**config.mk**
```make
export PLATFORM = sky130hd
export DESIGN_NAME = sparse_column_entry_decoder_top_flat
export DESIGN_NICKNAME = d
export VERILOG_FILES = /design/src/sv/scedec_pkg.sv /design/src/sv/scedec_if.sv /design/src/sv/sparse_column_entry_decoder_top.sv /design/src/sv/scedec_value.sv /design/src/flat_wrapper.sv
export SDC_FILE = /design/constraint.sdc
export NUM_CORES = 1
export LEC_CHECK = 0
export BUFFER_PORTS_ARGS = -buffer_cell sky130_fd_sc_hd__buf_2
export CAP_MARGIN = 20
export CORE_MARGIN = 4
export CORE_UTILIZATION = 35
export DETAILED_ROUTE_END_ITERATION = 8
export SLEW_MARGIN = 20
export SYNTH_ARGS = -nofsm -noshare
export SYNTH_HDL_FRONTEND = slang
export SYNTH_SLANG_ARGS = --single-unit
```
**constraint.sdc**
```tcl
create_clock -name clk -period 12.9 [get_ports clk]
set_input_delay 0.645 -clock clk [delete_from_list [all_inputs] [get_ports clk]]
set_output_delay 0.645 -clock clk [all_outputs]
set_load 0.02 [all_outputs]
```
**src/sv/scedec_pkg.sv**
```systemverilog
// Types and constants shared by the sparse column entry decoder files
package scedec_pkg;

	localparam int unsigned WordW   = 32;
	localparam int unsigned ThreshW = 31;
	localparam int unsigned CfgIdxW = 2;

	// index formats
	typedef enum logic [1:0] {
		IDX_RAW     = 2'd0,
		IDX_DELTA16 = 2'd1,
		IDX_DELTA32 = 2'd2
	} index_fmt_t;

	// stored value widths
	typedef enum logic [1:0] {
		VW_8  = 2'd0,
		VW_16 = 2'd1,
		VW_32 = 2'd2
	} value_width_t;

	// configuration register indexes
	localparam logic [CfgIdxW-1:0] CFG_INDEX_FORMAT = 2'd0;
	localparam logic [CfgIdxW-1:0] CFG_VALUE_WIDTH  = 2'd1;
	localparam logic [CfgIdxW-1:0] CFG_THRESHOLD    = 2'd2;

	// 16-bit delta escape code
	localparam logic [15:0] ESCAPE_CODE = 16'h7FFF;

	// 2^30 / 127 = 4 * (2^21 + 2^14 + 2^7 + 1) + 4/127
	localparam logic [23:0] RECIP_Q8 = 24'h810204;

	// dequantizer result
	typedef struct packed {
		logic signed [WordW-1:0] value_q2_30;
		logic                    value_is_na;
		logic                    is_neighbor;
	} value_res_t;

endpackage

```
**src/sv/scedec_if.sv**
```systemverilog
// Valid/ready channel interfaces for entries and decoded results
interface scedec_entry_if;
	import scedec_pkg::*;

	logic             valid;
	logic             ready;
	logic             first_of_column;
	logic [WordW-1:0] column_index;
	logic [WordW-1:0] index_code;
	logic [WordW-1:0] overflow_delta;
	logic [WordW-1:0] value_code;

	modport source (output valid, first_of_column, column_index, index_code,
		overflow_delta, value_code, input ready);
	modport sink (input valid, first_of_column, column_index, index_code,
		overflow_delta, value_code, output ready);
endinterface

interface scedec_result_if;
	import scedec_pkg::*;

	logic                    valid;
	logic                    ready;
	logic [WordW-1:0]        row_index;
	logic signed [WordW-1:0] value_q2_30;
	logic                    value_is_na;
	logic                    is_neighbor;

	modport source (output valid, row_index, value_q2_30, value_is_na, is_neighbor,
		input ready);
	modport sink (input valid, row_index, value_q2_30, value_is_na, is_neighbor,
		output ready);
endinterface

```
**src/sv/sparse_column_entry_decoder_top.sv**
```systemverilog
// Sparse column entry decoder: row index delta decode and value dequantize
// An accepted entry passes through the input register and then the result register.
// Throughput: one entry per cycle while the result register is empty or being taken.
// The input register, if empty, takes a new entry while a finished result waits to be taken.
// Reset clears both stage valids, the previous row to zero and the configuration
// registers to index format 2, value width 16 bits and threshold zero.
module sparse_column_entry_decoder_top (
	input  logic                           clk,
	input  logic                           arst_n,
	input  logic                           cfg_we,
	input  logic [scedec_pkg::CfgIdxW-1:0] cfg_index,
	input  logic [scedec_pkg::ThreshW-1:0] cfg_data,
	scedec_entry_if.sink                   entry,
	scedec_result_if.source                result
);
	import scedec_pkg::*;

	index_fmt_t         index_format_q;
	value_width_t       value_width_q;
	logic [ThreshW-1:0] threshold_q;
	logic [WordW-1:0]   prev_row_q;

	logic               valid_s1;
	logic               first_s1;
	logic [WordW-1:0]   col_s1;
	logic [WordW-1:0]   code_s1;
	logic [WordW-1:0]   ovf_s1;
	logic [WordW-1:0]   vcode_s1;

	logic               valid_s2;
	logic [WordW-1:0]   row_s2;
	value_res_t         res_s2;

	logic               adv_s2;
	logic               adv_s1;
	logic [WordW-1:0]   delta16;
	logic [WordW-1:0]   row;
	value_res_t         res;

	// handshake: stage 2 frees when empty or taken, stage 1 when it can move on
	assign adv_s2       = !valid_s2 || result.ready;
	assign adv_s1       = !valid_s1 || adv_s2;
	assign entry.ready  = adv_s1;
	assign result.valid = valid_s2;

	// configuration registers
	always_ff @(posedge clk or negedge arst_n) begin
		if (!arst_n) begin
			index_format_q <= IDX_DELTA32;
			value_width_q  <= VW_16;
			threshold_q    <= '0;
		end else if (cfg_we) begin
			unique case (cfg_index)
				CFG_INDEX_FORMAT: index_format_q <= index_fmt_t'(cfg_data[1:0]);
				CFG_VALUE_WIDTH:  value_width_q  <= value_width_t'(cfg_data[1:0]);
				CFG_THRESHOLD:    threshold_q    <= cfg_data;
				default: ;
			endcase
		end
	end

	// stage valids and row accumulator
	always_ff @(posedge clk or negedge arst_n) begin
		if (!arst_n) begin
			valid_s1   <= 1'b0;
			valid_s2   <= 1'b0;
			prev_row_q <= '0;
		end else begin
			if (adv_s1) begin
				valid_s1 <= entry.valid;
			end
			if (adv_s2) begin
				valid_s2 <= valid_s1;
				if (valid_s1) begin
					prev_row_q <= row;
				end
			end
		end
	end

	// input register payload
	always_ff @(posedge clk) begin
		if (adv_s1 && entry.valid) begin
			first_s1 <= entry.first_of_column;
			col_s1   <= entry.column_index;
			code_s1  <= entry.index_code;
			ovf_s1   <= entry.overflow_delta;
			vcode_s1 <= entry.value_code;
		end
	end

	// 16-bit delta: sign-extend, or take the overflow delta on escape
	assign delta16 = (code_s1[15:0] == ESCAPE_CODE) ? ovf_s1
		: {{16{code_s1[15]}}, code_s1[15:0]};

	// decode the row from the code word, column or previous row
	always_comb begin
		unique case (index_format_q)
			IDX_RAW:     row = code_s1;
			IDX_DELTA16: row = first_s1 ? (col_s1 - delta16) : (prev_row_q + delta16);
			default:     row = first_s1 ? (col_s1 + code_s1) : (prev_row_q + code_s1);
		endcase
	end

	scedec_value u_value (
		.value_code  (vcode_s1),
		.value_width (value_width_q),
		.threshold   (threshold_q),
		.res         (res)
	);

	// result register payload
	always_ff @(posedge clk) begin
		if (adv_s2 && valid_s1) begin
			row_s2 <= row;
			res_s2 <= res;
		end
	end

	assign result.row_index   = row_s2;
	assign result.value_q2_30 = res_s2.value_q2_30;
	assign result.value_is_na = res_s2.value_is_na;
	assign result.is_neighbor = res_s2.is_neighbor;

endmodule

```
**src/sv/scedec_value.sv**
```systemverilog
// Dequantizer: signed value code to Q2.30 with NA detect and threshold flag
module scedec_value (
	input  logic [scedec_pkg::WordW-1:0]   value_code,
	input  scedec_pkg::value_width_t       value_width,
	input  logic [scedec_pkg::ThreshW-1:0] threshold,
	output scedec_pkg::value_res_t         res
);
	import scedec_pkg::*;

	logic [WordW-1:0]   neg_code;
	logic               neg;
	logic               na;
	logic [6:0]         mag8;
	logic [14:0]        mag16;
	logic [30:0]        mag32;
	logic [30:0]        q8;
	logic [30:0]        q16;
	logic [31:0]        sum32;
	logic [2:0]         round8;
	logic [ThreshW-1:0] q;
	logic [WordW-1:0]   q_ext;

	// one negator serves all widths: low bits of -code are -low bits
	assign neg_code = 32'd0 - value_code;

	assign mag8  = value_code[7]  ? neg_code[6:0]  : value_code[6:0];
	assign mag16 = value_code[15] ? neg_code[14:0] : value_code[14:0];
	assign mag32 = value_code[31] ? neg_code[30:0] : value_code[30:0];

	// 8-bit: m*2^30/127 = m*RECIP + 4m/127; round the fraction by thresholds
	assign round8 = 3'(mag8 >= 7'd16) + 3'(mag8 >= 7'd48) + 3'(mag8 >= 7'd80)
		+ 3'(mag8 >= 7'd112);
	assign q8 = 31'(mag8 * RECIP_Q8) + 31'(round8);

	// 16-bit: m*2^30/32767 = m*2^15 + m + m/32767; round up when 2m >= 32767
	assign q16 = {1'b0, mag16, 15'd0} + 31'(mag16) + 31'(mag16[14]);

	// 32-bit: m*2^30/(2^31-1) rounds to (m+1)/2
	assign sum32 = {1'b0, mag32} + 32'd1;

	// select by width
	always_comb begin
		unique case (value_width)
			VW_8: begin
				neg = value_code[7];
				na  = (value_code[7:0] == 8'h80);
				q   = q8;
			end
			VW_16: begin
				neg = value_code[15];
				na  = (value_code[15:0] == 16'h8000);
				q   = q16;
			end
			default: begin
				neg = value_code[31];
				na  = (value_code == 32'h8000_0000);
				q   = sum32[31:1];
			end
		endcase
	end

	assign q_ext = {1'b0, q};

	// apply sign, zero on NA, compare magnitude with threshold
	always_comb begin
		res.value_is_na = na;
		if (na) begin
			res.value_q2_30 = '0;
			res.is_neighbor = 1'b0;
		end else begin
			res.value_q2_30 = neg ? signed'(32'd0 - q_ext) : signed'(q_ext);
			res.is_neighbor = (q >= threshold);
		end
	end

endmodule

```
**src/flat_wrapper.sv**
```systemverilog
// flat-port wrapper written by rule: the top's interface ports become plain ports
module sparse_column_entry_decoder_top_flat import scedec_pkg::*;
  (clk, arst_n, cfg_we, cfg_index, cfg_data, entry_valid, entry_first_of_column, entry_column_index, entry_index_code, entry_overflow_delta, entry_value_code, entry_ready, result_valid, result_row_index, result_value_q2_30, result_value_is_na, result_is_neighbor, result_ready);
  scedec_entry_if entry_i ();
  scedec_result_if result_i ();
  input  logic clk;
  input  logic arst_n;
  input  logic cfg_we;
  input  logic [scedec_pkg::CfgIdxW-1:0] cfg_index;
  input  logic [scedec_pkg::ThreshW-1:0] cfg_data;
  input wire logic [$bits(entry_i.valid)-1:0] entry_valid;
  input wire logic [$bits(entry_i.first_of_column)-1:0] entry_first_of_column;
  input wire logic [$bits(entry_i.column_index)-1:0] entry_column_index;
  input wire logic [$bits(entry_i.index_code)-1:0] entry_index_code;
  input wire logic [$bits(entry_i.overflow_delta)-1:0] entry_overflow_delta;
  input wire logic [$bits(entry_i.value_code)-1:0] entry_value_code;
  output wire logic [$bits(entry_i.ready)-1:0] entry_ready;
  output wire logic [$bits(result_i.valid)-1:0] result_valid;
  output wire logic [$bits(result_i.row_index)-1:0] result_row_index;
  output wire logic [$bits(result_i.value_q2_30)-1:0] result_value_q2_30;
  output wire logic [$bits(result_i.value_is_na)-1:0] result_value_is_na;
  output wire logic [$bits(result_i.is_neighbor)-1:0] result_is_neighbor;
  input wire logic [$bits(result_i.ready)-1:0] result_ready;
  assign entry_i.valid = entry_valid;
  assign entry_i.first_of_column = entry_first_of_column;
  assign entry_i.column_index = entry_column_index;
  assign entry_i.index_code = entry_index_code;
  assign entry_i.overflow_delta = entry_overflow_delta;
  assign entry_i.value_code = entry_value_code;
  assign entry_ready = entry_i.ready;
  assign result_valid = result_i.valid;
  assign result_row_index = result_i.row_index;
  assign result_value_q2_30 = result_i.value_q2_30;
  assign result_value_is_na = result_i.value_is_na;
  assign result_is_neighbor = result_i.is_neighbor;
  assign result_i.ready = result_ready;
  sparse_column_entry_decoder_top u_core (.clk(clk), .arst_n(arst_n), .cfg_we(cfg_we), .cfg_index(cfg_index), .cfg_data(cfg_data), .entry(entry_i), .result(result_i));
endmodule
```
==> metrics.md, run 1 <==
| Metric | Value |
|---|---|
| Vias per inst | between 5 and 6 |
| Hold buffers post-CTS | 0 |
| Clock Latency Late Sink | approximately 0.56 ns |
| H-tree depth | 2 |
| GR Util All Layers | 21.2% |
| Mapped cell area | around 20000 sq um |
| R2R setup slack | ~5.2 ns |
| Die Y | around 250 microns |
| Synth unique cells | ~100 |
| Internal power | between 2000 and 2500 uW |
| Ant diodes | 0 |
| Mapped Nets | 2428 |
| Pwr dens | approximately 170 nW/um^2 |
| Slew Viols, Final | 0 |
| IO Count | 235 |
| Ratio of cells with drive above 1 in the final layout | around a fifth |
| Num Clock Sinks | 264 |
| Leakage | a little under 0.01 uW |
| Crit path max-delay family | simple AND/OR/NAND/NOR gates |
| Max_cap viols | 0 |
| Crit path capture type | flip-flop |
| Drt first pass iters | 6 |
| Status | complete, no violations |
| Combinational share of power | between 40% and 50% |
| CTS tree | built |
| Fin nets | about 2600 |
| Syn Area/Cell | about 9.6 sq um |
| CP Launch Type | flip-flop |
| Final Setup Violations | 0 |
| Area of the multi-input gates | 12000 sq um |
| DR vias | about 18000 |
| Cts bufs inserted | 34 |
| Clk slew on worst S/H paths | ~0.06 ns |
| Register bit count reported by yosys | roughly 260 |
| Total global routing overflow | 0 |
| Fill count | around 5700 |
| EDFF count, synth | slightly below 200 |
| Die area | about 62000 sq um |
| Seq/Total Area, Yosys | around 37% |
| Async SR Flop Fraction | 26.1% |
| First-pass GRT wire length | roughly 110 mm |
| IO buf count | approximately 230 |
| Max Fclk | 131 MHz |
| CP most frequent cell | ha_1 |
| # rows | 88 |
| CP Cell Sequence | inv_1, ha_1, or4b_2, o41ai_1, xor2_1, inv_1, ha_1, ha_1, nor2b_1, and4b_1, o21ai_0, o21ai_0, a31oi_1, a221oi_1, or4_1, or4_1, nor4_4, a21oi_1, mux2_1 |
| CTS root buffer | clkbuf_16 |
| Max_slew headroom | between 30% and 40% |
| Final WS setup | 5.24 ns |
| Skew final | between 0.03 and 0.04 ns |
| Cell area after layout | between 20000 and 25000 sq um |
| Post-CTS Resized | 0 |
| Psw | around 1600 uW |
| Top_reg_cell synth | edfxtp_1 |
| Synthesis-to-finish area growth | 14.7% |
| Sw Share | about two fifths |
| Syn Inst Count | 2128 |
| Initial core utilization | between 30% and 40% |
| Vias in the first global route | ~18000 |
| Crit path buf inv count | 2 |
| Crit path launch | u_core.vcode_s1[1] |
| CP Data Arrival Time | between 7 and 8 ns |
| DP HPWL | roughly 53 mm |
| Final period utilization | roughly three fifths |
| Least-Margin Pin Slew | a little over 1 ns |
| Flop pwr share | between 30% and 40% |
| Crit Path Max Fanout | 19 |
| Crit path kind | reg2reg |
| RSZ-0062 raised after global routing | no |
| Final hold vios | 0 |
| Yosys warns | 0 |
| Setup_tns | 0 ns |
| Seq. cell area | about 7600 sq um |
| Gpl congestion | 0.950 |
| CTS max path bufs | 3 |
| Wire per inst | ~22 microns |
| Initial antenna violation count | 0 |
| Final core occ | 40.6% |
| Antenna Violating Nets Remaining | 0 |
| Initial DRC Count | between 1000 and 1500 |
| Chip Width | between 200 and 250 microns |
| Core area | around 58000 sq um |
| Clk network pwr share | 25.0% |
| Crit-path slowest cell | ha_1 |
| WP data required | between 10 and 15 ns |
| Critical Path Max Stage Delay | around 0.7 ns |
| R2r startpoint | u_core.vcode_s1[1] |
| Worst Hold Class | in2async |
| Setup Fix Bufs, Post-CTS | 0 |
| WL final | 68.8 mm |
| Final min period | about 7.7 ns |
| VDD IR max | about 110 uV |
| Placed Area | 22300 sq um |
| Largest net degree at the start of global routing | 80 |
| Dpl ws | approximately 5.3 ns |
| DRC viols | 0 |
==> sequential cells by signal, indices dropped and copies added, names as in the netlist <==
name                       flops
u_core.result.is_neighbor      1
u_core.code_s1                32
u_core.index_format_q          2
u_core.first_s1                1
u_core.result.value_is_na      1
u_core.ovf_s1                 32
u_core.value_width_q           2
u_core.prev_row_q             32
u_core.result.row_index       32
u_core.result.valid            1
u_core.col_s1                 32
u_core.threshold_q            31
u_core.valid_s1                1
u_core.vcode_s1               32
u_core.result.value_q2_30     32
==> routing by layer <==
metal  track usage, %  vias to the layer above  wire [microns]
met5                0                        -               0
met4             9.09                        0            3080
met3             2.54                      137            2980
met2             36.8                      548           33600
met1             26.7                     8533           29100
li1                 -                     8355               -
==> metrics by stage <==
| stage | hold WS, ns | std cells | power (uW) |
|---|---|---|---|
| 2_1_floorplan | 0.349 | 2128 | 2460 |
| 3_3_place_gp | 0.493 | 3044 | 2940 |
| 3_5_place_dp | 0.494 | 3044 | 2960 |
| 4_1_cts | 0.00903 | 3106 | 3970 |
| 5_1_grt | 0.0326 | 3106 | 4210 |
| 6_report | 0.0304 | 3106 | 3950 |
==> path summary, 6_finish.rpt <==
kind,to,depth (start not counted)
max,u_core.result.value_q2_30[22],19
min,u_core.threshold_q[21],1
max reg2reg,u_core.result.value_q2_30[22],19
min reg2reg,u_core.threshold_q[12],1
max in group asynchronous,u_core.prev_row_q[6],2
min in group clk,u_core.col_s1[27],1
==> cells in the mapped netlist, types with 32 or more instances <==
cell type / instances / area share (%)
nand2_1: 143 / 2.6
nor2b_1: 35 / 1.1
xor2_1: 63 / 2.7
a31oi_1: 32 / 0.98
inv_1: 122 / 2.2
dfrtp_1: 67 / 8.2
clkbuf_1: 64 / 1.2
a21o_1: 70 / 2.6
ha_1: 129 / 7.9
o21a_1: 32 / 1.2
mux2_2: 82 / 4.5
o31ai_1: 33 / 1.2
nor2_1: 136 / 2.5
xnor2_1: 101 / 4.3
nand3_1: 54 / 1.3
nor3_1: 37 / 0.90
edfxtp_1: 195 / 29
a21oi_1: 138 / 3.4
o21ai_0: 95 / 2.3
==> final cells by class <==
type	count	share of cell area [%]
multi-input cells	1631	50.9
clock buffers	38	3.78
clock inverters	24	1.18
inverters	129	2.07
flip-flops and latches	264	32.3
repair buffers	255	5.67
well taps	765	4.07
==> cell usage in the layout, fill, tap and decap left out, types with 9 or more instances in the layout <==
| cell | synthesis | routed |
|---|---|---|
| nand2_1 | 143 | 143 |
| nor4_1 | 12 | 12 |
| o211ai_1 | 12 | 12 |
| dfrtp_1 | 67 | 67 |
| o31ai_1 | 33 | 33 |
| nor3b_1 | 9 | 9 |
| or2_2 | 10 | 10 |
| a31oi_1 | 32 | 32 |
| and2_1 | 19 | 18 |
| nor2_1 | 136 | 136 |
| xor2_1 | 63 | 63 |
| a22oi_1 | 11 | 11 |
| xnor2_1 | 101 | 101 |
| and3_1 | 18 | 18 |
| a21oi_1 | 138 | 138 |
| nand4_1 | 27 | 27 |
| ha_1 | 129 | 129 |
| inv_1 | 122 | 121 |
| nand2b_1 | 25 | 25 |
| buf_2 | 17 | 233 |
| nor3_1 | 37 | 37 |
| a21o_1 | 70 | 70 |
| nand3b_1 | 10 | 10 |
| a211oi_1 | 27 | 27 |
| buf_4 | 3 | 22 |
| o21ai_0 | 95 | 94 |
| o21a_1 | 32 | 32 |
| o21bai_1 | 25 | 25 |
| nand3_1 | 54 | 54 |
| edfxtp_1 | 195 | 195 |
| mux2_2 | 82 | 82 |
| or4_1 | 10 | 10 |
| nor2b_1 | 35 | 35 |
| o41ai_1 | 18 | 17 |
| clkbuf_16 | 0 | 35 |
| mux2i_1 | 21 | 21 |
| or3_1 | 21 | 21 |
==> cells by family after synthesis <==
family | Yosys count | synth area share (%)
AOI/OAI and AO/OA | 617 | 21.1
and+or+nand+nor | 611 | 16.2
DFF | 264 | 37.1
buffers and inverters | 233 | 4.54
xor gates and xnor gates | 165 | 7.10
adders and majority gates | 133 | 8.28
muxes | 105 | 5.65
==> power by group through the flow <==
stage                     clock network [uW]  logic [uW]  registers (uW)
after floorplan                            0        1220            1240
after global placement                     0        1710            1220
after detailed placement                   0        1730            1230
after CTS                               1020        1740            1210
after global routing                    1050        1930            1230
final                                    988        1750            1210
(Power assumes the default switching activity.)
==> inputs of run 2 (changes only) <==
--- a/config.mk
+++ b/config.mk
@@ -5,6 +5,7 @@
 export SDC_FILE = /design/constraint.sdc
 export NUM_CORES = 1
 export LEC_CHECK = 0
+export ABC_AREA = 1
 export BUFFER_PORTS_ARGS = -buffer_cell sky130_fd_sc_hd__buf_2
 export CAP_MARGIN = 20
 export CORE_MARGIN = 4
==> constraint.sdc (replaced) <==
create_clock -name clk -period 6.65 [get_ports clk]
set_input_delay 0.3325 -clock clk [delete_from_list [all_inputs] [get_ports clk]]
set_output_delay 0.3325 -clock clk [all_outputs]
set_load 0.02 [all_outputs]
==> run 2 against run 1 <==
Against the previous run:
- via count increased by 15%
- area after synthesis increased by 0.76%
- non-clock buffer count increased by 155
- critical endpoint is now u_core.result.is_neighbor
- largest cell class unchanged
==> metrics.md, run 2 <==
| Metric | Value |
|---|---|
| Initial antenna violation count | 0 |
| DP HPWL | around 56 mm |
| Internal power | between 4000 and 5000 uW |
| Post-CTS Resized | 0 |
| RSZ-0062 raised after global routing | no |
| GR Util All Layers | between 20 and 25% |
| DRC viols | 0 |
| Clock Latency Late Sink | about 0.60 ns |
| Initial DRC Count | ~1600 |
| Crit path max-delay family | simple AND/OR/NAND/NOR gates |
| Post-synth top area share | roughly 28% |
| Setup_tns | 0 ns |
| Leading cell type in the layout, fill and taps excluded | nand2_1 |
| Seq. cell area | between 7000 and 8000 sq um |
| Area contributors post-synth | edfxtp_1, nand2_1, dfrtp_1 |
| CP Launch Type | flip-flop |
| Post-synth top cells | nand2_1, inv_1, a21oi_1 |
| Synth Area in Adders | under 10% |
| Final period utilization | 88.1% |
| Largest net degree at the start of global routing | 66 |
| Dominant cell type by area after synthesis | edfxtp_1 |
| Syn Area/Cell | 7.38 sq um |
| Crit path capture type | flip-flop |
| Post-Synth Simple-Gate Area | 30.6% |
| Ant diodes | 0 |
| Max_slew headroom | 37.6% |
| Wire per inst | between 15 and 20 microns |
| Gpl congestion | roughly 1 |
| Worst Hold Class | in2reg |
| DR vias | 20300 |
| Commonest non-fill, non-tap cells in the layout | nand2_1, inv_1, a21oi_1, buf_2, nor2_1 |
| Ratio of cells with drive above 1 in the final layout | roughly 15% |
| Vias per inst | 5.11 |
| Seq/Total Area, Yosys | a little under two fifths |
| Fill count | just under 6000 |
| CTS root buffer | clkbuf_16 |
| Max_cap viols | 0 |
| Antenna Violating Nets Remaining | 0 |
| Num Clock Sinks | 264 |
| Register bit count reported by yosys | between 200 and 300 |
| Clk slew on worst S/H paths | roughly 0.060 ns |
| Top_reg_cell synth | edfxtp_1 |
| Pwr dens | 291 nW/um^2 |
| Cts bufs inserted | 31 |
| Crit path buf inv count | 3 |
| WL final | just over 70 mm |
| Core area | 58000 sq um |
| Skew final | around 0.038 ns |
| WP data required | 6.99 ns |
| Final Setup Violations | 0 |
| Design Power | around 7300 uW |
| Psw | slightly above 3000 uW |
| Area of the multi-input gates | 11400 sq um |
| Crit Path Max Fanout | 12 |
| H-tree depth | 1 |
| Yosys warns | 0 |
| EDFF count, synth | about 200 |
| Final min period | ~5.9 ns |
| Setup Fix Bufs, Post-CTS | 0 |
| Largest family of logic cells by synthesized area | simple AND/OR/NAND/NOR gates |
| Mapped Nets | around 3100 |
| VDD IR max | 213 uV |
| Sw Share | 42.4% |
| Top-count cell post-synth | nand2_1 |
| Final hold vios | 0 |
| CTS max path bufs | 3 |
| Synthesis-to-finish area growth | 22.3% |
| Die Y | between 200 and 300 microns |
| Total global routing overflow | 0 |
| Least-Margin Pin Slew | 0.934 ns |
| Mux contribution to synthesized area | 0% |
| Initial core utilization | between 30% and 40% |
| CTS tree | built |
| Syn Inst Count | around 2800 |
| Slew Viols, Final | 0 |
| Vias in the first global route | slightly below 20000 |
| Crit path kind | reg2reg |
| Xor/xnor share of the synthesized area | 1.49% |
| Async SR Flop Fraction | between 20% and 30% |
| Combinational share of power | ~44% |
| Leakage | around 0.012 uW |
| Crit-path slowest cell | edfxtp_1 |
| Synth unique cells | slightly above 60 |
| Mapped cell area | 20600 sq um |
| CP Data Arrival Time | between 6 and 7 ns |
| R2R setup slack | between 0.7 and 0.8 ns |
| Flop pwr share | between 30% and 40% |
| IO buf count | 234 |
| Max Fclk | roughly 170 MHz |
| Die area | ~63000 sq um |
| Chip Width | around 250 microns |
| # rows | 88 |
| First-pass GRT wire length | about 110 mm |
| Status | complete, no violations |
| Fin nets | between 3000 and 4000 |
| Drt first pass iters | 7 |
| Clk network pwr share | 23.5% |
| IO Count | 235 |
| Critical Path Max Stage Delay | roughly 0.60 ns |
| Synth Area in Compound Gates | 15.0% |
run 2: routing by layer:
layer  GRT usage (%)  routed length, microns  vias to the layer above
li1                -                       -                    10200
met1            30.4                   32100                     9339
met2            37.2                   33300                      623
met3            2.39                    4200                       93
met4            5.71                    1840                        0
met5               0                       0                        -
run 2: kinds of logic (layout without fill, tap and decap cells):
| family | after synthesis | count (layout) |
|---|---|---|
| compound gates | 566 | 566 |
| fa+ha+maj | 133 | 133 |
| buf+inv | 421 | 827 |
| simple gates | 1377 | 1377 |
| flops | 264 | 264 |
| xor+xnor | 35 | 35 |
run 2: final timing paths:
| check | cells after the start | startpoint | end |
|---|---|---|---|
| max | 28 | u_core.vcode_s1[0] | u_core.result.is_neighbor |
| min | 3 | cfg_data[18] | u_core.threshold_q[18] |
| max reg2reg | 28 | u_core.vcode_s1[0] | u_core.result.is_neighbor |
| min reg2reg | 2 | u_core.threshold_q[1] | u_core.threshold_q[1] |
| max in group asynchronous | 3 | arst_n | u_core.prev_row_q[0] |
| min in group asynchronous | 2 | arst_n | u_core.threshold_q[20] |
run 2: stage by stage:
step           cell area (sq um)  cells  hold WS [ns]  worst slack, ns  util (%)
2_1_floorplan              20600   2796        0.0369             1.80         -
3_3_place_gp               22600   3754         0.242             1.10      39.0
3_5_place_dp               22600   3754         0.240            0.871      39.0
4_1_cts                    25200   3967      0.000847            0.910      43.5
5_1_grt                    25200   3967        0.0186            0.258      43.5
6_report                   25200   3967        0.0251            0.793      43.5
run 2: area by class of cell:
cell class | instances | area share [%]
clock buffer | 35 | 3.21
clock inverter | 23 | 0.883
inverter | 359 | 5.36
multi-input combinational | 2111 | 45.3
sequential | 264 | 30.1
tap | 765 | 3.79
timing repair buffer | 410 | 11.4
run 2: what timing repair did:
| item | in CTS | in global routing |
|---|---|---|
| setup endpoints to repair | 0 | 0 |
| endpoints found under the hold margin | 174 | 0 |
| hold buffers | 155 | 0 |
run 2: worst reg2reg max path: cells and delay by family, from the launching register on:
kind | cells | cell delay [ns]
compound gates | 9 | 1.35
fa+ha+maj | 5 | 1.47
buf+inv | 3 | 0.49
flops | 1 | 0.60
simple gates | 11 | 1.72
run 2: power by group through the flow:
stage | combinational [uW] | sequential (uW) | clock (uW)
2_1_floorplan | 2130 | 2420 | 0
3_3_place_gp | 3140 | 2380 | 0
3_5_place_dp | 3150 | 2380 | 0
4_1_cts | 3240 | 2350 | 1780
5_1_grt | 3670 | 2380 | 1840
6_report | 3270 | 2350 | 1730
